File: src/hdl/cmg_pkg.sv
package cmg_pkg;

  localparam int unsigned YearW   = 14;
  localparam int unsigned MonthW  = 4;
  localparam int unsigned RowW    = 3;
  localparam int unsigned DayW    = 5;
  localparam int unsigned WdayW   = 3;
  localparam int unsigned Cols    = 7;

  localparam int unsigned YyW     = 15;
  localparam int unsigned Q4W     = 13;
  localparam int unsigned YQ4W    = 12;
  localparam int unsigned Q100W   = 8;
  localparam int unsigned ProdW   = 29;
  localparam int unsigned RecipW  = 16;
  localparam int unsigned RecipSh = 20;
  localparam logic [RecipW-1:0] Recip25 = 16'd41944;

  localparam logic [YyW-1:0] YearBias  = 15'd400;
  localparam logic [YyW-1:0] SumOffset = 15'd168;

  localparam logic [MonthW-1:0] MonthJan = 4'd1;
  localparam logic [MonthW-1:0] MonthFeb = 4'd2;
  localparam logic [MonthW-1:0] MonthDec = 4'd12;

  localparam logic [DayW-1:0] FebShort = 5'd28;
  localparam logic [DayW-1:0] FebLong  = 5'd29;

  localparam logic [DayW-1:0] MonthDays [16] = '{
    5'd0, 5'd31, 5'd28, 5'd31, 5'd30, 5'd31, 5'd30, 5'd31,
    5'd31, 5'd30, 5'd31, 5'd30, 5'd31, 5'd0, 5'd0, 5'd0
  };

  // (13 * (mm + 1) / 5) mod 7, January and February as months 13 and 14
  localparam logic [2:0] MonthTerm [16] = '{
    3'd0, 3'd1, 3'd4, 3'd3, 3'd6, 3'd1, 3'd4, 3'd6,
    3'd2, 3'd5, 3'd0, 3'd3, 3'd5, 3'd0, 3'd0, 3'd0
  };

  // Zeller h (0 = Saturday) to weekday 1 = Monday .. 7 = Sunday
  localparam logic [WdayW-1:0] HToWeekday [7] = '{
    3'd6, 3'd7, 3'd1, 3'd2, 3'd3, 3'd4, 3'd5
  };

  typedef struct packed {
    logic              mvalid;
    logic [DayW-1:0]   len;
    logic [WdayW-1:0]  first;
    logic [RowW-1:0]   rows;
  } month_info_t;

  function automatic logic [2:0] mod7(input logic [YyW-1:0] x);
    logic [5:0] a;
    logic [3:0] b;
    logic [3:0] c;
    a = 6'(x[2:0]) + 6'(x[5:3]) + 6'(x[8:6]) + 6'(x[11:9]) + 6'(x[14:12]);
    b = 4'(a[2:0]) + 4'(a[5:3]);
    c = 4'(b[2:0]) + 4'(b[3]);
    if (c >= 4'd7) begin
      c = c - 4'd7;
    end
    return c[2:0];
  endfunction

endpackage

File: src/hdl/cmg_weekday.sv
module cmg_weekday (
  input  logic                                 clk_i,
  input  logic                                 rst_ni,
  input  logic                                 in_valid_i,
  output logic                                 in_ready_o,
  input  logic [cmg_pkg::YearW-1:0]            year_i,
  input  logic [cmg_pkg::MonthW-1:0]           month_i,
  output logic                                 info_valid_o,
  input  logic                                 info_ready_i,
  output cmg_pkg::month_info_t                 info_o
);

  logic v1_q, v2_q, v3_q, v4_q;
  logic rdy1, rdy2, rdy3, rdy4;

  logic [cmg_pkg::YyW-1:0]    yy1_q, yy2_q;
  logic [2:0]                 t1_q, t2_q;
  logic [cmg_pkg::DayW-1:0]   base1_q, base2_q, len3_q, len4_q;
  logic                       feb1_q, feb2_q;
  logic                       mv1_q, mv2_q, mv3_q, mv4_q;
  logic                       y4_1_q, y4_2_q;
  logic [cmg_pkg::YQ4W-1:0]   yq4_1_q, yq4_2_q;
  logic [cmg_pkg::Q4W-1:0]    q4_2_q;
  logic [cmg_pkg::Q100W-1:0]  q100_2_q, qy100_2_q;
  logic [cmg_pkg::YyW-1:0]    sum3_q;
  logic [cmg_pkg::WdayW-1:0]  first4_q;
  logic [cmg_pkg::RowW-1:0]   rows4_q;

  logic [cmg_pkg::YyW-1:0]    yy1_d;
  logic [cmg_pkg::Q4W-1:0]    q4_1;
  logic [cmg_pkg::ProdW-1:0]  prod_yy, prod_y;
  logic                       div100, leap;
  logic [cmg_pkg::YQ4W-1:0]   rem_chk;
  logic [cmg_pkg::DayW-1:0]   len3_d;
  logic [cmg_pkg::YyW-1:0]    sum3_d;
  logic [2:0]                 h4;
  logic [cmg_pkg::WdayW-1:0]  first4_d;
  logic [5:0]                 span4;
  logic [cmg_pkg::RowW-1:0]   rows4_d;
  logic                       janfeb;

  assign rdy4       = !v4_q || info_ready_i;
  assign rdy3       = !v3_q || rdy4;
  assign rdy2       = !v2_q || rdy3;
  assign rdy1       = !v1_q || rdy2;
  assign in_ready_o = rdy1;

  always_ff @(posedge clk_i or negedge rst_ni) begin
    if (!rst_ni) begin
      v1_q <= 1'b0;
      v2_q <= 1'b0;
      v3_q <= 1'b0;
      v4_q <= 1'b0;
    end else begin
      if (rdy1) v1_q <= in_valid_i;
      if (rdy2) v2_q <= v1_q;
      if (rdy3) v3_q <= v2_q;
      if (rdy4) v4_q <= v3_q;
    end
  end

  assign janfeb = (month_i == cmg_pkg::MonthJan) || (month_i == cmg_pkg::MonthFeb);
  assign yy1_d  = cmg_pkg::YyW'(year_i) + cmg_pkg::YearBias - cmg_pkg::YyW'(janfeb);

  always_ff @(posedge clk_i) begin
    if (rdy1) begin
      yy1_q   <= yy1_d;
      t1_q    <= cmg_pkg::MonthTerm[month_i];
      base1_q <= cmg_pkg::MonthDays[month_i];
      feb1_q  <= (month_i == cmg_pkg::MonthFeb);
      mv1_q   <= (month_i >= cmg_pkg::MonthJan) && (month_i <= cmg_pkg::MonthDec);
      y4_1_q  <= (year_i[1:0] == 2'b00);
      yq4_1_q <= year_i[cmg_pkg::YearW-1:2];
    end
  end

  assign q4_1    = yy1_q[cmg_pkg::YyW-1:2];
  assign prod_yy = cmg_pkg::ProdW'(q4_1) * cmg_pkg::ProdW'(cmg_pkg::Recip25);
  assign prod_y  = cmg_pkg::ProdW'(yq4_1_q) * cmg_pkg::ProdW'(cmg_pkg::Recip25);

  always_ff @(posedge clk_i) begin
    if (rdy2) begin
      yy2_q     <= yy1_q;
      t2_q      <= t1_q;
      base2_q   <= base1_q;
      feb2_q    <= feb1_q;
      mv2_q     <= mv1_q;
      y4_2_q    <= y4_1_q;
      yq4_2_q   <= yq4_1_q;
      q4_2_q    <= q4_1;
      q100_2_q  <= prod_yy[cmg_pkg::RecipSh +: cmg_pkg::Q100W];
      qy100_2_q <= prod_y[cmg_pkg::RecipSh +: cmg_pkg::Q100W];
    end
  end

  assign rem_chk = cmg_pkg::YQ4W'(qy100_2_q) * cmg_pkg::YQ4W'(25);
  assign div100  = (rem_chk == yq4_2_q);
  assign leap    = y4_2_q && (!div100 || (qy100_2_q[1:0] == 2'b00));
  assign len3_d  = feb2_q ? (leap ? cmg_pkg::FebLong : cmg_pkg::FebShort) : base2_q;
  assign sum3_d  = cmg_pkg::YyW'(1) + cmg_pkg::YyW'(t2_q) + yy2_q + cmg_pkg::YyW'(q4_2_q)
                 + cmg_pkg::YyW'(q100_2_q[cmg_pkg::Q100W-1:2]) + cmg_pkg::SumOffset
                 - cmg_pkg::YyW'(q100_2_q);

  always_ff @(posedge clk_i) begin
    if (rdy3) begin
      sum3_q <= sum3_d;
      len3_q <= len3_d;
      mv3_q  <= mv2_q;
    end
  end

  assign h4       = cmg_pkg::mod7(sum3_q);
  assign first4_d = cmg_pkg::HToWeekday[h4];
  assign span4    = 6'(len3_q) + 6'(first4_d) + 6'd5;
  assign rows4_d  = (span4 >= 6'd42) ? 3'd6 : ((span4 >= 6'd35) ? 3'd5 : 3'd4);

  always_ff @(posedge clk_i) begin
    if (rdy4) begin
      first4_q <= first4_d;
      rows4_q  <= rows4_d;
      len4_q   <= len3_q;
      mv4_q    <= mv3_q;
    end
  end

  assign info_valid_o = v4_q;
  assign info_o       = '{mvalid: mv4_q, len: len4_q, first: first4_q, rows: rows4_q};

endmodule

File: src/hdl/cmg_row_gen.sv
module cmg_row_gen (
  input  logic                              clk_i,
  input  logic                              rst_ni,
  input  logic                              info_valid_i,
  output logic                              info_ready_o,
  input  cmg_pkg::month_info_t              info_i,
  output logic                              out_valid_o,
  input  logic                              out_ready_i,
  output logic [cmg_pkg::RowW-1:0]          row_number_o,
  output logic [cmg_pkg::DayW-1:0]          day_mon_o,
  output logic [cmg_pkg::DayW-1:0]          day_tue_o,
  output logic [cmg_pkg::DayW-1:0]          day_wed_o,
  output logic [cmg_pkg::DayW-1:0]          day_thu_o,
  output logic [cmg_pkg::DayW-1:0]          day_fri_o,
  output logic [cmg_pkg::DayW-1:0]          day_sat_o,
  output logic [cmg_pkg::DayW-1:0]          day_sun_o,
  output logic [cmg_pkg::DayW-1:0]          month_length_o,
  output logic [cmg_pkg::WdayW-1:0]         first_weekday_o,
  output logic                              last_row_o
);

  logic                        ev_q, ov_q;
  logic [cmg_pkg::RowW-1:0]    r_q, rows_q;
  logic signed [6:0]           start_q;
  logic [cmg_pkg::DayW-1:0]    len_q;
  logic [cmg_pkg::WdayW-1:0]   first_q;
  logic                        load, last;
  logic [cmg_pkg::DayW-1:0]    day [cmg_pkg::Cols];
  logic [cmg_pkg::DayW-1:0]    day_q [cmg_pkg::Cols];
  logic [cmg_pkg::RowW-1:0]    row_q;
  logic [cmg_pkg::DayW-1:0]    olen_q;
  logic [cmg_pkg::WdayW-1:0]   ofirst_q;
  logic                        olast_q;

  assign last         = (r_q == rows_q);
  assign load         = ev_q && (!ov_q || out_ready_i);
  assign info_ready_o = !ev_q || (load && last);

  always_comb begin
    logic signed [6:0] d;
    for (int c = 0; c < cmg_pkg::Cols; c++) begin
      d = start_q + 7'(c);
      if ((d >= 7'sd1) && (d <= $signed({2'b00, len_q}))) begin
        day[c] = d[cmg_pkg::DayW-1:0];
      end else begin
        day[c] = '0;
      end
    end
  end

  always_ff @(posedge clk_i or negedge rst_ni) begin
    if (!rst_ni) begin
      ev_q <= 1'b0;
      ov_q <= 1'b0;
    end else begin
      if (info_ready_o) ev_q <= info_valid_i && info_i.mvalid;
      if (!ov_q || out_ready_i) ov_q <= ev_q;
    end
  end

  always_ff @(posedge clk_i) begin
    if (info_ready_o) begin
      r_q     <= 3'd1;
      start_q <= 7'sd2 - $signed({4'b0000, info_i.first});
      len_q   <= info_i.len;
      first_q <= info_i.first;
      rows_q  <= info_i.rows;
    end else if (load) begin
      r_q     <= r_q + 3'd1;
      start_q <= start_q + 7'sd7;
    end
  end

  always_ff @(posedge clk_i) begin
    if (load) begin
      day_q    <= day;
      row_q    <= r_q;
      olen_q   <= len_q;
      ofirst_q <= first_q;
      olast_q  <= last;
    end
  end

  assign out_valid_o     = ov_q;
  assign row_number_o    = row_q;
  assign day_mon_o       = day_q[0];
  assign day_tue_o       = day_q[1];
  assign day_wed_o       = day_q[2];
  assign day_thu_o       = day_q[3];
  assign day_fri_o       = day_q[4];
  assign day_sat_o       = day_q[5];
  assign day_sun_o       = day_q[6];
  assign month_length_o  = olen_q;
  assign first_weekday_o = ofirst_q;
  assign last_row_o      = olast_q;

  ap_advance: assert property (@(posedge clk_i) disable iff (!rst_ni)
    load && !last |=> ev_q && (r_q == $past(r_q) + 3'd1))
    else $error("row counter did not advance");

  ap_first_row: assert property (@(posedge clk_i) disable iff (!rst_ni)
    out_valid_o && (row_number_o == 3'd1) |-> ((first_weekday_o == 3'd1) == (day_mon_o == 5'd1)))
    else $error("first row misplaced");

  ap_full_week: assert property (@(posedge clk_i) disable iff (!rst_ni)
    out_valid_o && !last_row_o |-> (day_sun_o != 5'd0))
    else $error("non-final row ends with empty Sunday");

  ap_last_day: assert property (@(posedge clk_i) disable iff (!rst_ni)
    out_valid_o && last_row_o |-> (day_mon_o != 5'd0)
      && (6'(day_mon_o) + 6'd6 >= 6'(month_length_o)))
    else $error("last row does not hold end of month");

endmodule

File: src/hdl/calendar_month_grid.sv
// Channel   Direction  Signals
// in        input      in_valid_i, in_ready_o, year_i, month_i
// out       output     out_valid_o, out_ready_i, row_number_o, day_*_o, month_length_o,
//                      first_weekday_o, last_row_o
//
// A request passes four pipeline stages (bias, reciprocal multiply, Zeller sum, mod 7),
// then the row generator emits one week row per cycle while its output is not stalled,
// 4 to 6 rows per request. A new request enters every cycle while the pipeline has room.
// The first row passes the row generator's month register and output register before it is
// valid. A month outside 1..12 yields no rows; the row generator drops it on taking it.
// Reset clears only valid bits. Back-pressure stalls every stage in place.
module calendar_month_grid (
  input  logic                              clk_i,
  input  logic                              rst_ni,
  input  logic                              in_valid_i,
  output logic                              in_ready_o,
  input  logic [cmg_pkg::YearW-1:0]         year_i,
  input  logic [cmg_pkg::MonthW-1:0]        month_i,
  output logic                              out_valid_o,
  input  logic                              out_ready_i,
  output logic [cmg_pkg::RowW-1:0]          row_number_o,
  output logic [cmg_pkg::DayW-1:0]          day_mon_o,
  output logic [cmg_pkg::DayW-1:0]          day_tue_o,
  output logic [cmg_pkg::DayW-1:0]          day_wed_o,
  output logic [cmg_pkg::DayW-1:0]          day_thu_o,
  output logic [cmg_pkg::DayW-1:0]          day_fri_o,
  output logic [cmg_pkg::DayW-1:0]          day_sat_o,
  output logic [cmg_pkg::DayW-1:0]          day_sun_o,
  output logic [cmg_pkg::DayW-1:0]          month_length_o,
  output logic [cmg_pkg::WdayW-1:0]         first_weekday_o,
  output logic                              last_row_o
);

  logic                 info_valid;
  logic                 info_ready;
  cmg_pkg::month_info_t info;

  cmg_weekday u_weekday (
    .clk_i        (clk_i),
    .rst_ni       (rst_ni),
    .in_valid_i   (in_valid_i),
    .in_ready_o   (in_ready_o),
    .year_i       (year_i),
    .month_i      (month_i),
    .info_valid_o (info_valid),
    .info_ready_i (info_ready),
    .info_o       (info)
  );

  cmg_row_gen u_row_gen (
    .clk_i           (clk_i),
    .rst_ni          (rst_ni),
    .info_valid_i    (info_valid),
    .info_ready_o    (info_ready),
    .info_i          (info),
    .out_valid_o     (out_valid_o),
    .out_ready_i     (out_ready_i),
    .row_number_o    (row_number_o),
    .day_mon_o       (day_mon_o),
    .day_tue_o       (day_tue_o),
    .day_wed_o       (day_wed_o),
    .day_thu_o       (day_thu_o),
    .day_fri_o       (day_fri_o),
    .day_sat_o       (day_sat_o),
    .day_sun_o       (day_sun_o),
    .month_length_o  (month_length_o),
    .first_weekday_o (first_weekday_o),
    .last_row_o      (last_row_o)
  );

endmodule

File: config.mk
export PLATFORM = sky130hd
export DESIGN_NAME = calendar_month_grid
export DESIGN_NICKNAME = d
export VERILOG_FILES = /design/src/hdl/cmg_pkg.sv /design/src/hdl/cmg_weekday.sv /design/src/hdl/cmg_row_gen.sv /design/src/hdl/calendar_month_grid.sv
export SDC_FILE = /design/constraint.sdc
export NUM_CORES = 1
export LEC_CHECK = 0
export ABC_AREA = 1
export BUFFER_PORTS_ARGS = -buffer_cell sky130_fd_sc_hd__buf_2
export CELL_PAD_IN_SITES_DETAIL_PLACEMENT = 1
export CELL_PAD_IN_SITES_GLOBAL_PLACEMENT = 2
export CORE_AREA = 5 5 245 175
export DETAILED_ROUTE_END_ITERATION = 12
export DIE_AREA = 0 0 250 180
export GPL_TIMING_DRIVEN = 1
export PLACE_DENSITY_LB_ADDON = 0.1
export RECOVER_POWER = 100
export SYNTH_ARGS = -nofsm -noshare
export SYNTH_HDL_FRONTEND = slang
export SYNTH_SLANG_ARGS = --single-unit
File: constraint.sdc
create_clock -name clk_i -period 13.2 [get_ports clk_i]
set_input_delay 2.64 -clock clk_i [delete_from_list [all_inputs] [get_ports clk_i]]
set_output_delay 2.64 -clock clk_i [all_outputs]
set_load 0.01 [all_outputs]
After elaboration in Yosys (flattened, before gate mapping)
Memory sizes are Yosys's and may differ from the RTL's. A register that Yosys moved wholly into a read port is not among the register bits.
Cells that the tools add are included.
{"block": "word_totals", "ff_bits": 204, "romBits": 152, "out_inout_bits": 49, "elab_cells": 140, "memories": 3}
{"name": "(no name shown)", "words": 16, "width": 5, "rd": 1, "rd_ports_with_merged_regs": 1, "wr": 0, "line_no": "cmg_weekday.sv:69", "source": "base1_q <= cmg_pkg::MonthDays[month_i];"}
{"name": "(no name shown)", "words": 16, "width": 3, "rd": 1, "rd_ports_with_merged_regs": 1, "wr": 0, "line_no": "cmg_weekday.sv:68", "source": "t1_q <= cmg_pkg::MonthTerm[month_i];"}
{"name": "(no name shown)", "words": 8, "width": 3, "rd": 1, "rd_ports_with_merged_regs": 0, "wr": 0, "line_no": "cmg_weekday.sv:113", "source": "assign first4_d = cmg_pkg::HToWeekday[h4];"}
{"block": "classes", "add_sub_neg": 26, "mul": 3, "order_cmp": 20, "eq_ne": 4, "mux": 8, "bitwise": 2, "reduce_logical": 30}
{"operator": "7-bit by 2-bit greater-or-equal comparator with 1-bit output (second input constant)", "n": 7}
{"operator": "7-bit by 6-bit less-or-equal comparator with 1-bit output", "n": 7}
{"operator": "7-bit by 4-bit adder with 7-bit output (second input constant)", "n": 4}
{"operator": "12-bit by 13-bit multiplier with 25-bit output (second input constant)", "n": 1}
{"operator": "13-bit by 13-bit multiplier with 25-bit output (second input constant)", "n": 1}
{"operator": "6-bit by 3-bit adder with 6-bit output", "n": 3}
{"operator": "14-bit by 9-bit adder with 15-bit output (second input constant)", "n": 1}
{"operator": "15-bit by 13-bit adder with 15-bit output", "n": 1}
{"operator": "15-bit adder", "n": 1}
{"operator": "15-bit by 6-bit adder with 15-bit output", "n": 1}
{"operator": "15-bit by 8-bit adder with 15-bit output (second input constant)", "n": 1}
{"operator": "15-bit by 1-bit subtractor with 15-bit output", "n": 1}
{"operator": "15-bit by 8-bit subtractor with 15-bit output", "n": 1}
{"operator": "7-bit by 3-bit adder with 7-bit output (second input constant)", "n": 2}
{"operator": "7-bit 2-to-1 mux", "n": 2}
{"operator": "12-bit equality test", "n": 1}
{"operator": "6-bit greater-or-equal comparator (second input constant)", "n": 2}
{"operator": "1-bit logical AND", "n": 12}
{"operator": "8-bit by 5-bit multiplier with 12-bit output (second input constant)", "n": 1}
{"operator": "3-bit 2-to-1 mux", "n": 3}
{"operator": "3-bit by 3-bit adder with 4-bit output", "n": 2}
{"operator": "1-bit logical OR", "n": 8}
{"operator": "7-bit by 2-bit adder with 7-bit output (second input constant)", "n": 1}
{"operator": "1-bit logical NOT", "n": 7}
{"operator": "other kinds (20)", "n": 22}

Longest topological paths before layout
Gate-level depths: netlist of the first run.
{"block": "depth", "word_depth": 16, "ltp_mapped": 33, "ltp_nobuf": 33}

Cells and area by module
Synthesis of the first run repeated with hierarchy kept, for this count alone.
{"block": "hier_totals", "hier_cells": 1991, "hier_area_um2": 18430.2}
{"mod": "cmg_weekday", "n_inst": 1, "cells_each": 1518, "area_per_inst_um2": 14133.6, "seq_area_each_um2": 3583.4}
{"mod": "cmg_row_gen", "n_inst": 1, "cells_each": 473, "area_per_inst_um2": 4296.6, "seq_area_each_um2": 2062.0}

Worst setup path before layout of the first run
No wires, ideal clock.
{"block": "synth_path", "path_type": "in2out", "start": "in out_ready_i", "end": "out in_ready_o", "t_arrival_ps": 5301, "required_time_ps": 10560, "path_slack_ps": 5259, "stages": 8, "cell_sequence": "nor2_4 -> nor2_4 -> nand3_1 -> nand2_1 -> inv_1 -> nand3_1 -> nor2_1 -> nand2_1"}
{"block": "synth_via", "elab_chain_len": 8}
{"element": "start, declared", "line_no": "calendar_month_grid.sv:20", "source": "input logic out_ready_i,"}
{"element": "1-bit logical OR", "line_no": "cmg_row_gen.sv:36", "source": "assign load = ev_q && (!ov_q || out_ready_i);"}
{"element": "1-bit logical AND", "line_no": "cmg_row_gen.sv:36"}
{"element": "via u_row_gen.load", "line_no": "cmg_row_gen.sv:27", "source": "logic load, last;"}
{"element": "1-bit logical AND", "line_no": "cmg_row_gen.sv:37", "source": "assign info_ready_o = !ev_q || (load && last);"}
{"element": "1-bit logical OR", "line_no": "cmg_row_gen.sv:37"}
{"element": "1-bit logical OR", "line_no": "cmg_weekday.sv:42", "source": "assign rdy4 = !v4_q || info_ready_i;"}
{"element": "1-bit logical OR", "line_no": "cmg_weekday.sv:43", "source": "assign rdy3 = !v3_q || rdy4;"}
{"element": "via u_weekday.rdy3", "line_no": "cmg_weekday.sv:14", "source": "logic rdy1, rdy2, rdy3, rdy4;"}
{"element": "1-bit logical OR", "line_no": "cmg_weekday.sv:44", "source": "assign rdy2 = !v2_q || rdy3;"}
{"element": "1-bit logical OR", "line_no": "cmg_weekday.sv:45", "source": "assign rdy1 = !v1_q || rdy2;"}
{"element": "end, declared", "line_no": "calendar_month_grid.sv:16", "source": "output logic in_ready_o,"}
The timed path passes the listed nets, and every way through them passes these cells.

Final worst setup path of the first run
Same ends and word-level chain as after synthesis.

==> results.yml, run 1 <==
outcome:
  run_status: "finished with violations"
  violations: "max-capacitance violations, max-slew violations"
grt:
  grt_pass1_wl_um: 74200
  gr-total-overflow: 0
  grt_max_degree: 53
  track_usage: 0.205
  antenna_found_initial: 0
  grt_pass1_vias: 13871
clock_tree:
  cts_hold_buffers: 0
  cts_tree: "yes"
  clk_path_buf_depth: 2
  clk_pin_slew_ns: 0.08
  clock-sinks: 185
  root_buffer: "clkbuf_16"
  htreeDepth: 4
  postCtsResizedCells: 0
  cts_setup_buffers: 0
  insertion_delay_ns: 0.48
  cts_made_buffers: 17
placed_design:
  place_congestion: 0.830
  placed_area_sq_mm: 0.0188
  place_hpwl_um: 36700
  port_buffers: 70
  post-place-ws_ns: 4.35
sta:
  finalSetupTns_ns: 0
  setup_violations: 0
  finalCritPeriodShare: 0.778
  setup_slack_ns: 2.93
  slew_headroom: -0.791
  rsz0062_at_grt: "no"
  tightest_slew_ns: 2.69
  finClkSkew_ns: 0.0118
  period_needed_ns: 10.27
  max_freq_mhz: 97.4
  final_max_slew_viol_count: 103
  finalHoldViolCount: 0
worst_setup_path:
  crit_path_start_kind: "input port"
  critPathCaptureType: "output pin"
  crit_path_frequent_cell: "clkbuf_1"
  path_max_fanout: 49
  worstPathArrival_ns: 7.63
  slowest_delay_ns: 1.89
  r2r-end: "u_weekday.rows4_q[0]$_SDFFCE_PP0P_"
  r2r_slack_ns: 6.42
  required_ns: 10.56
  cp_slowest_cell: "clkbuf_1"
  path_cells: "clkbuf_1, nor2_1, nor2_4, clkbuf_1, nand3_1, nand2_1, inv_1, nand3_1, nor2_1, nand2_2, buf_4, clkbuf_1"
  rr_startpoint: "u_weekday.sum3_q[0]$_DFFE_PP_"
  crit_type: "input port to output pin"
  rr_worst_depth: 31
floorplanning:
  die_h_um: 180
  die_x_um: 250
  die-area_sq_mm: 0.0450
  core_area_sq_mm: 0.0404
  num_io_pins: 71
  start_util: 0.442
  num_rows: 62
synthesis:
  synthTopCellsByArea: "edfxtp_1 (30%), ha_1 (23%), fa_1 (15%)"
  async_flop_share: 0.0324
  netlist_area_sq_mm: 0.0179
  synth_top_area_share: 0.296
  yosys.area.top_type: "edfxtp_1"
  netlist_instances: 1883
  yosys-top-cells-count: "inv_1 (426), ha_1 (322), nand2_1 (283)"
  ys.flop_type: "edfxtp_1"
  synth_seq_area_share: 0.308
  synthDistinctLibCells: 47
  ys_ff_latch: 185
  yosys_warnings: 0
  syn_avg_cell_area_sq_um: 9.48
  post-synth-top-count-cell: "inv_1"
  synth_edf_count: 176
  syn_nets: 2360
run:
  max_cap_viol_count: 2
routing:
  routed-via-count: 12577
  wire_per_inst_um: 17.7
  ant_nets: 0
  drc: 0
  drt_first_pass_iters: 7
  wl_um: 44500
  viasPerCell: 4.99
  drt_first_iter_violations: 567
layout:
  final_util: 0.479
  fin_nets: 2441
  drive_above_1_share: 0.0263
  final_area_sq_mm: 0.0194
  area_growth_pct: 8.51
  diodes: 0
worst_hold_path:
  hp-start: "u_weekday.yy1_q[0]$_DFFE_PP_"
  holdPathStages: 0
  hold_path_end: "u_weekday.yy2_q[0]$_DFFE_PP_"
  hold_class: "flip-flop to flip-flop"
==> worst max-delay path: cells and delay by family <==
kind / cells / cell delay (ns)
simple gates: 7 / 2.07
buf+inv: 5 / 2.90
==> cell families (layout without fill, tap and decap cells) <==
group | Yosys count | after routing | synth area share
simple gates | 557 | 557 | 0.132
xor+xnor | 67 | 67 | 0.0329
compound gates | 182 | 182 | 0.0584
buf+inv | 437 | 531 | 0.0941
flops | 185 | 185 | 0.308
fa+ha+maj | 455 | 455 | 0.375
==> worst max path at each step <==
stage / from / to / cells past startpoint
5_1_grt: out_ready_i / in_ready_o / 12
3_5_place_dp: out_ready_i / in_ready_o / 12
2_1_floorplan: out_ready_i / in_ready_o / 8
4_1_cts: out_ready_i / in_ready_o / 12
6_report: out_ready_i / in_ready_o / 12
3_3_place_gp: out_ready_i / in_ready_o / 12
==> metal layers <==
layer	vias to the layer above	part of all wire	wire length (um)	track usage
met3	32	0.030	1350	0.0292
met2	137	0.43	19200	0.316
met1	6150	0.53	23400	0.311
met4	0	0.012	524	0.0428
met5	-	0	0	0
li1	6258	-	-	-
==> registers in the layout, summed over array words and instances, names as in the netlist, 5 cells and up <==
signal / flops
u_weekday.yq4_1_q: 12
u_weekday.yq4_2_q: 12
u_row_gen.day_wed_o: 5
u_row_gen.day_fri_o: 5
u_weekday.q100_2_q: 8
u_row_gen.day_mon_o: 5
u_row_gen.day_thu_o: 5
u_weekday.qy100_2_q: 8
u_weekday.yy1_q: 15
u_row_gen.day_sat_o: 5
u_row_gen.day_sun_o: 5
u_row_gen.start_q: 7
u_row_gen.day_tue_o: 5
u_weekday.q4_2_q: 13
u_weekday.sum3_q: 15
==> cells in the final DEF, fill, tap and decap left out, types with 2 or more instances in the layout <==
| cell | Yosys | layout |
|---|---|---|
| a211oi_1 | 2 | 2 |
| o21bai_1 | 12 | 12 |
| a21boi_0 | 7 | 7 |
| fa_1 | 133 | 133 |
| nand3_1 | 75 | 76 |
| or2_2 | 5 | 5 |
| nand2_2 | 4 | 4 |
| nand2_1 | 283 | 283 |
| clkbuf_16 | 0 | 17 |
| nor3_1 | 14 | 14 |
| nor2_1 | 135 | 136 |
| inv_1 | 426 | 426 |
| inv_12 | 0 | 5 |
| o211ai_1 | 2 | 2 |
| buf_2 | 2 | 4 |
| edfxtp_1 | 176 | 176 |
| nand3b_1 | 5 | 5 |
| nand4_1 | 25 | 26 |
| dfrtp_1 | 6 | 6 |
| ha_1 | 322 | 322 |
| a31oi_1 | 3 | 3 |
| xor2_1 | 50 | 50 |
| clkbuf_1 | 0 | 67 |
| clkinv_8 | 0 | 3 |
| inv_16 | 0 | 3 |
| a21oi_1 | 79 | 79 |
| o21a_1 | 3 | 3 |
| xnor2_1 | 17 | 17 |
| o21ai_0 | 56 | 57 |
| dfxtp_1 | 3 | 3 |
| inv_8 | 0 | 4 |
| a21o_1 | 7 | 7 |
| o31ai_1 | 2 | 2 |
==> per-stage QoR <==
stage | cells | hold slack (ns)
2_1_floorplan | 1883 | 0.400
3_3_place_gp | 2489 | 0.401
3_5_place_dp | 2489 | 0.410
4_1_cts | 2521 | 0.429
5_1_grt | 2521 | 0.436
6_report | 2521 | 0.428
==> area by class of cell <==
cell class              count  area, sq um
clock buffers              17          425
multi-input cells        1261        10700
inverters                 427         1600
repair buffers             72          279
fillers                  4655        21000
clock inverters            15          235
flip-flops and latches    185         5500
well taps                 544          681
Power of run 1 is not shown: default switching activity piles up to over one toggle a cycle in this logic, so the estimate is an artifact.
==> run 2: changes to the inputs <==
Settings changed: ABC_AREA 1 to 0, CORE_AREA 5 5 245 175 to 5 5 242 174, DIE_AREA 0 0 250 180 to 0 0 247 179.
Clock period 13.2 ns to 10.2 ns, I/O delays scaled along.
==> results.yml, run 2 <==
layout:
  drive_above_1_share: 0.0290
  fin_nets: 2051
  top_regs: "u_weekday.sum3_q (15), u_weekday.yy1_q (15), u_weekday.q4_2_q (13)"
  n_fill_cell: 4283
  area_growth_pct: 8.77
  final_cells: 2123
  final_util: 0.464
  layout.cells.most_common: "ha_1"
  final_cell_mix: "ha_1 (322), inv_1 (309), edfxtp_1 (176)"
clock_tree:
  cts_made_buffers: 17
  cts_hold_buffers: 0
  insertion_delay_ns: 0.46
  postCtsResizedCells: 0
  clk_path_buf_depth: 2
  root_buffer: "clkbuf_16"
  cts_tree: "yes"
  clk_pin_slew_ns: 0.07
  clock-sinks: 185
  htreeDepth: 4
  cts_setup_buffers: 0
worst_setup_path:
  cp.depth: 8
  critPathBufInv: 4
  path_delay_family: "buffers and inverters"
  worstPathArrival_ns: 5.62
  crit_path_start_kind: "input port"
  path_max_fanout: 38
  path_cells: "buf_2, nor2b_1, o21ai_0, clkbuf_1, nor2_1, nand4_1, clkbuf_1, clkbuf_1"
  slowest_delay_ns: 1.71
  cp_slowest_cell: "clkbuf_1"
  required_ns: 8.16
  rr_worst_depth: 29
  crit_type: "input port to output pin"
  crit_path_frequent_cell: "clkbuf_1"
  critPathCaptureType: "output pin"
synthesis:
  ys.flop_type: "edfxtp_1"
  synth_top_area_share: 0.315
  yosys.area.top_type: "edfxtp_1"
  yosys_warnings: 0
  post-synth-top-count-cell: "ha_1"
  netlist_area_sq_mm: 0.0168
  syn_nets: 1969
  synthTopCellsByArea: "edfxtp_1 (32%), ha_1 (24%), fa_1 (16%)"
  synth_seq_area_share: 0.328
  netlist_instances: 1492
  synthDistinctLibCells: 61
  ys_ff_latch: 185
  async_flop_share: 0.0324
  syn_avg_cell_area_sq_um: 11.2
  synth_edf_count: 176
  yosys-top-cells-count: "ha_1 (322), inv_1 (309), edfxtp_1 (176)"
routing:
  drc: 0
  wire_per_inst_um: 17.6
  viasPerCell: 5.01
  routed-via-count: 10627
  ant_nets: 0
  wl_um: 37300
  drt_first_iter_violations: 407
  drt_first_pass_iters: 4
worst_hold_path:
  holdPathStages: 0
  hold_class: "flip-flop to flip-flop"
sta:
  setup_violations: 0
  finalHoldViolCount: 0
  rsz0062_at_grt: "no"
  finClkSkew_ns: 0.0141
  max_freq_mhz: 131
  slew_headroom: -1.03
  final_max_slew_viol_count: 141
  period_needed_ns: 7.66
  tightest_slew_ns: 3.05
  setup_slack_ns: 2.54
  finalSetupTns_ns: 0
  finalCritPeriodShare: 0.751
placed_design:
  dp.cells: 2090
  post-place-ws_ns: 3.26
  place_congestion: 0.806
  place_hpwl_um: 30800
  port_buffers: 70
floorplanning:
  core_area_sq_mm: 0.0393
  num_rows: 61
  die_x_um: 247
  num_io_pins: 71
  start_util: 0.426
  die_h_um: 179
  die-area_sq_mm: 0.0442
grt:
  grt_max_degree: 54
  gr-total-overflow: 0
  antenna_found_initial: 1
  grt_pass1_vias: 11548
  grt_pass1_wl_um: 61900
  track_usage: 0.178
run:
  max_cap_viol_count: 3
outcome:
  run_status: "finished with violations"
  violations: "max-capacitance violations, max-slew violations"
[run 2: worst reg2reg max path, delay by kind of cell, from the launching register on]
| kind | cells | cell delay [ns] |
|---|---|---|
| DFF | 1 | 0.37 |
| buffers and inverters | 3 | 0.17 |
| xor gates and xnor gates | 4 | 0.80 |
| AOI/OAI and AO/OA | 6 | 1.13 |
| and+or+nand+nor | 3 | 0.27 |
| adders and majority gates | 12 | 3.67 |
| muxes | 1 | 0.38 |
[run 2: cells by family (layout without fill, tap and decap cells)]
kind of cell / after synthesis / count (layout) / share of synthesized area
AOI/OAI and AO/OA: 204 / 204 / 0.0809
xor gates and xnor gates: 91 / 91 / 0.0475
adders and majority gates: 455 / 455 / 0.399
buffers and inverters: 320 / 415 / 0.0722
DFF: 185 / 185 / 0.328
muxes: 6 / 6 / 0.00358
other: 0 / 1 / 0
and+or+nand+nor: 231 / 231 / 0.0688
[run 2: cell type report]
type	instances	area (sq um)	area share
Timing Repair Buffer	74	290	0.0159
Clock inverter	14	161	0.00885
Tap cell	535	669	0.0367
Antenna cell	1	2.50	0.000137
Clock buffer	18	429	0.0235
Inverter	309	1160	0.0636
Sequential cell	185	5500	0.301
Multi-Input combinational cell	987	10000	0.550
[run 2: worst paths after layout]
path                                                from                                 end  slack, ns
max                                          out_ready_i                          in_ready_o       2.54
min                         u_weekday.yy1_q[0]$_DFFE_PP_        u_weekday.yy2_q[0]$_DFFE_PP_       0.41
max reg2reg                u_weekday.sum3_q[0]$_DFFE_PP_  u_weekday.rows4_q[0]$_SDFFCE_PP0P_       3.24
min reg2reg                 u_weekday.yy1_q[0]$_DFFE_PP_        u_weekday.yy2_q[0]$_DFFE_PP_       0.41
max in group asynchronous                         rst_ni          u_weekday.v3_q$_DFFE_PN0P_       8.45
min in group asynchronous                         rst_ni   u_row_gen.out_valid_o$_DFFE_PN0P_       1.47
[run 2: per-stage QoR]
step                      hold slack [ns]  area, sq um
after global routing                0.426        18200
final                               0.415        18200
after CTS                           0.421        18400
after global placement              0.403        17800
after detailed placement            0.405        17800
after floorplan                     0.400        16800
[run 2: per-layer routing]
metal | global-route usage | wire (um) | vias to the layer above | part of all wire
met5 | 0 | 0 | - | 0
met4 | 0.0358 | 372 | 0 | 0.010
met3 | 0.0252 | 1090 | 26 | 0.029
met2 | 0.269 | 15900 | 119 | 0.43
met1 | 0.274 | 20000 | 5259 | 0.54
li1 | - | - | 5223 | -
Power of run 2 is left out for the same reason.
==> run 3: changes to the inputs <==
Clock period 10.2 ns to 7.55 ns, I/O delays scaled along.
==> results.yml, run 3 (synthesized netlist as in run 2, its figures left out) <==
routing:
  drt_first_iter_violations: 450
  drt_first_pass_iters: 4
  viasPerCell: 5.05
  wl_um: 37600
  wire_per_inst_um: 17.7
  routed-via-count: 10725
  drc: 0
  ant_nets: 0
grt:
  grt_pass1_wl_um: 62900
  antenna_found_initial: 0
  grt_max_degree: 54
  grt_pass1_vias: 11607
  gr-total-overflow: 0
  track_usage: 0.181
placed_design:
  port_buffers: 70
  placed_area_sq_mm: 0.0178
  place_hpwl_um: 31200
  place_congestion: 0.803
sta:
  finalSetupTns_ns: 0
  finalCritPeriodShare: 0.923
  finClkSkew_ns: 0.0144
  tightest_slew_ns: 3.12
  rsz0062_at_grt: "no"
  max_freq_mhz: 143
  period_needed_ns: 6.97
  setup_violations: 0
  slew_headroom: -1.08
  final_max_slew_viol_count: 141
  finalHoldViolCount: 0
clock_tree:
  cts_tree: "yes"
  cts_hold_buffers: 0
  clk_pin_slew_ns: 0.08
  root_buffer: "clkbuf_16"
  postCtsResizedCells: 0
  insertion_delay_ns: 0.46
  cts_made_buffers: 17
  cts_setup_buffers: 0
  clk_path_buf_depth: 2
  htreeDepth: 4
  clock-sinks: 185
layout:
  diodes: 0
  fin_nets: 2051
  final_cell_mix: "ha_1 (322), inv_1 (309), edfxtp_1 (176)"
  n_fill_cell: 4282
  top_regs: "u_weekday.sum3_q (15), u_weekday.yy1_q (15), u_weekday.q4_2_q (13)"
  drive_above_1_share: 0.0290
  area_growth_pct: 8.87
  layout.cells.most_common: "ha_1"
  final_area_sq_mm: 0.0183
worst_setup_path:
  cp_slowest_cell: "fa_1"
  required_ns: 7.85
  crit_path_start_kind: "flip-flop"
  slowest_delay_ns: 0.51
  path_max_fanout: 5
  critPathBufInv: 3
  crit_type: "flip-flop to flip-flop"
  path_delay_family: "adder cells"
  crit_path_frequent_cell: "ha_1"
  worstPathArrival_ns: 7.27
  critPathCaptureType: "flip-flop"
floorplanning:
  start_util: 0.426
  core_area_sq_mm: 0.0393
  num_rows: 61
  die-area_sq_mm: 0.0442
  die_x_um: 247
  die_h_um: 179
  num_io_pins: 71
worst_hold_path:
  hold_class: "flip-flop to flip-flop"
outcome:
  run_status: "finished with violations"
  violations: "max-capacitance violations, max-slew violations"
run:
  max_cap_viol_count: 3
[run 3: cell types whose count changed in the layout (fill, tap and decap cells not counted)]
cell / previous run / this run
buf_2: 7 / 6
bufinv_16: 1 / 0
clkbuf_16: 17 / 18
clkbuf_8: 0 / 1
clkinv_2: 1 / 0
clkinv_4: 4 / 0
clkinv_8: 2 / 4
clkinvlp_4: 1 / 2
diode_2: 1 / 0
inv_6: 2 / 5
inv_8: 3 / 2
[run 3: metrics by stage]
step,std cells,worst slack [ns],util,hold slack (ns)
final,2122,0.580,0.464,0.418
after global routing,2122,0.0919,0.464,0.432
after floorplan,1492,1.16,-,0.400
after detailed placement,2090,0.495,0.452,0.405
after CTS,2122,0.476,0.468,0.421
after global placement,2090,0.835,0.452,0.401
[run 3: worst paths after layout]
check / from / endpoint / slack, ns / cells past startpoint
worst max-delay path: u_weekday.sum3_q[0]$_DFFE_PP_ / u_weekday.rows4_q[0]$_SDFFCE_PP0P_ / 0.58 / 29
min in group asynchronous: rst_ni / u_row_gen.ev_q$_DFFE_PN0P_ / 0.93 / 1
worst min register to register: u_weekday.mv3_q$_DFFE_PP_ / u_weekday.mv4_q$_DFFE_PP_ / 0.42 / 0
worst min-delay path: u_weekday.mv3_q$_DFFE_PP_ / u_weekday.mv4_q$_DFFE_PP_ / 0.42 / 0
max in group asynchronous: rst_ni / u_weekday.v3_q$_DFFE_PN0P_ / 6.35 / 1
worst max register to register: u_weekday.sum3_q[0]$_DFFE_PP_ / u_weekday.rows4_q[0]$_SDFFCE_PP0P_ / 0.58 / 29
[run 3: area by class of cell]
class	instances	area, sq um	share of cell area
sequential	185	5500	0.301
timing repair buffer	74	289	0.0158
clock inverter	13	146	0.00802
clock buffer	19	464	0.0254
multi-input combinational	987	10000	0.549
inverter	309	1160	0.0636
tap	535	669	0.0367
[run 3: worst register-to-register path, delay by kind of cell, from the launching register on]
kind	cells	cell delay [ns]
compound gates	6	1.10
xor+xnor	4	0.85
fa+ha+maj	12	3.70
buf+inv	3	0.18
flops	1	0.38
mux	1	0.40
simple gates	3	0.25
[run 3: per-layer routing]
layer,track usage,share of wire,vias up
li1,-,-,5227
met1,0.275,0.53,5352
met2,0.278,0.43,124
met3,0.0268,0.030,22
met4,0.0323,0.0074,0
met5,0,0,-
Power of run 3 is left out for the same reason.
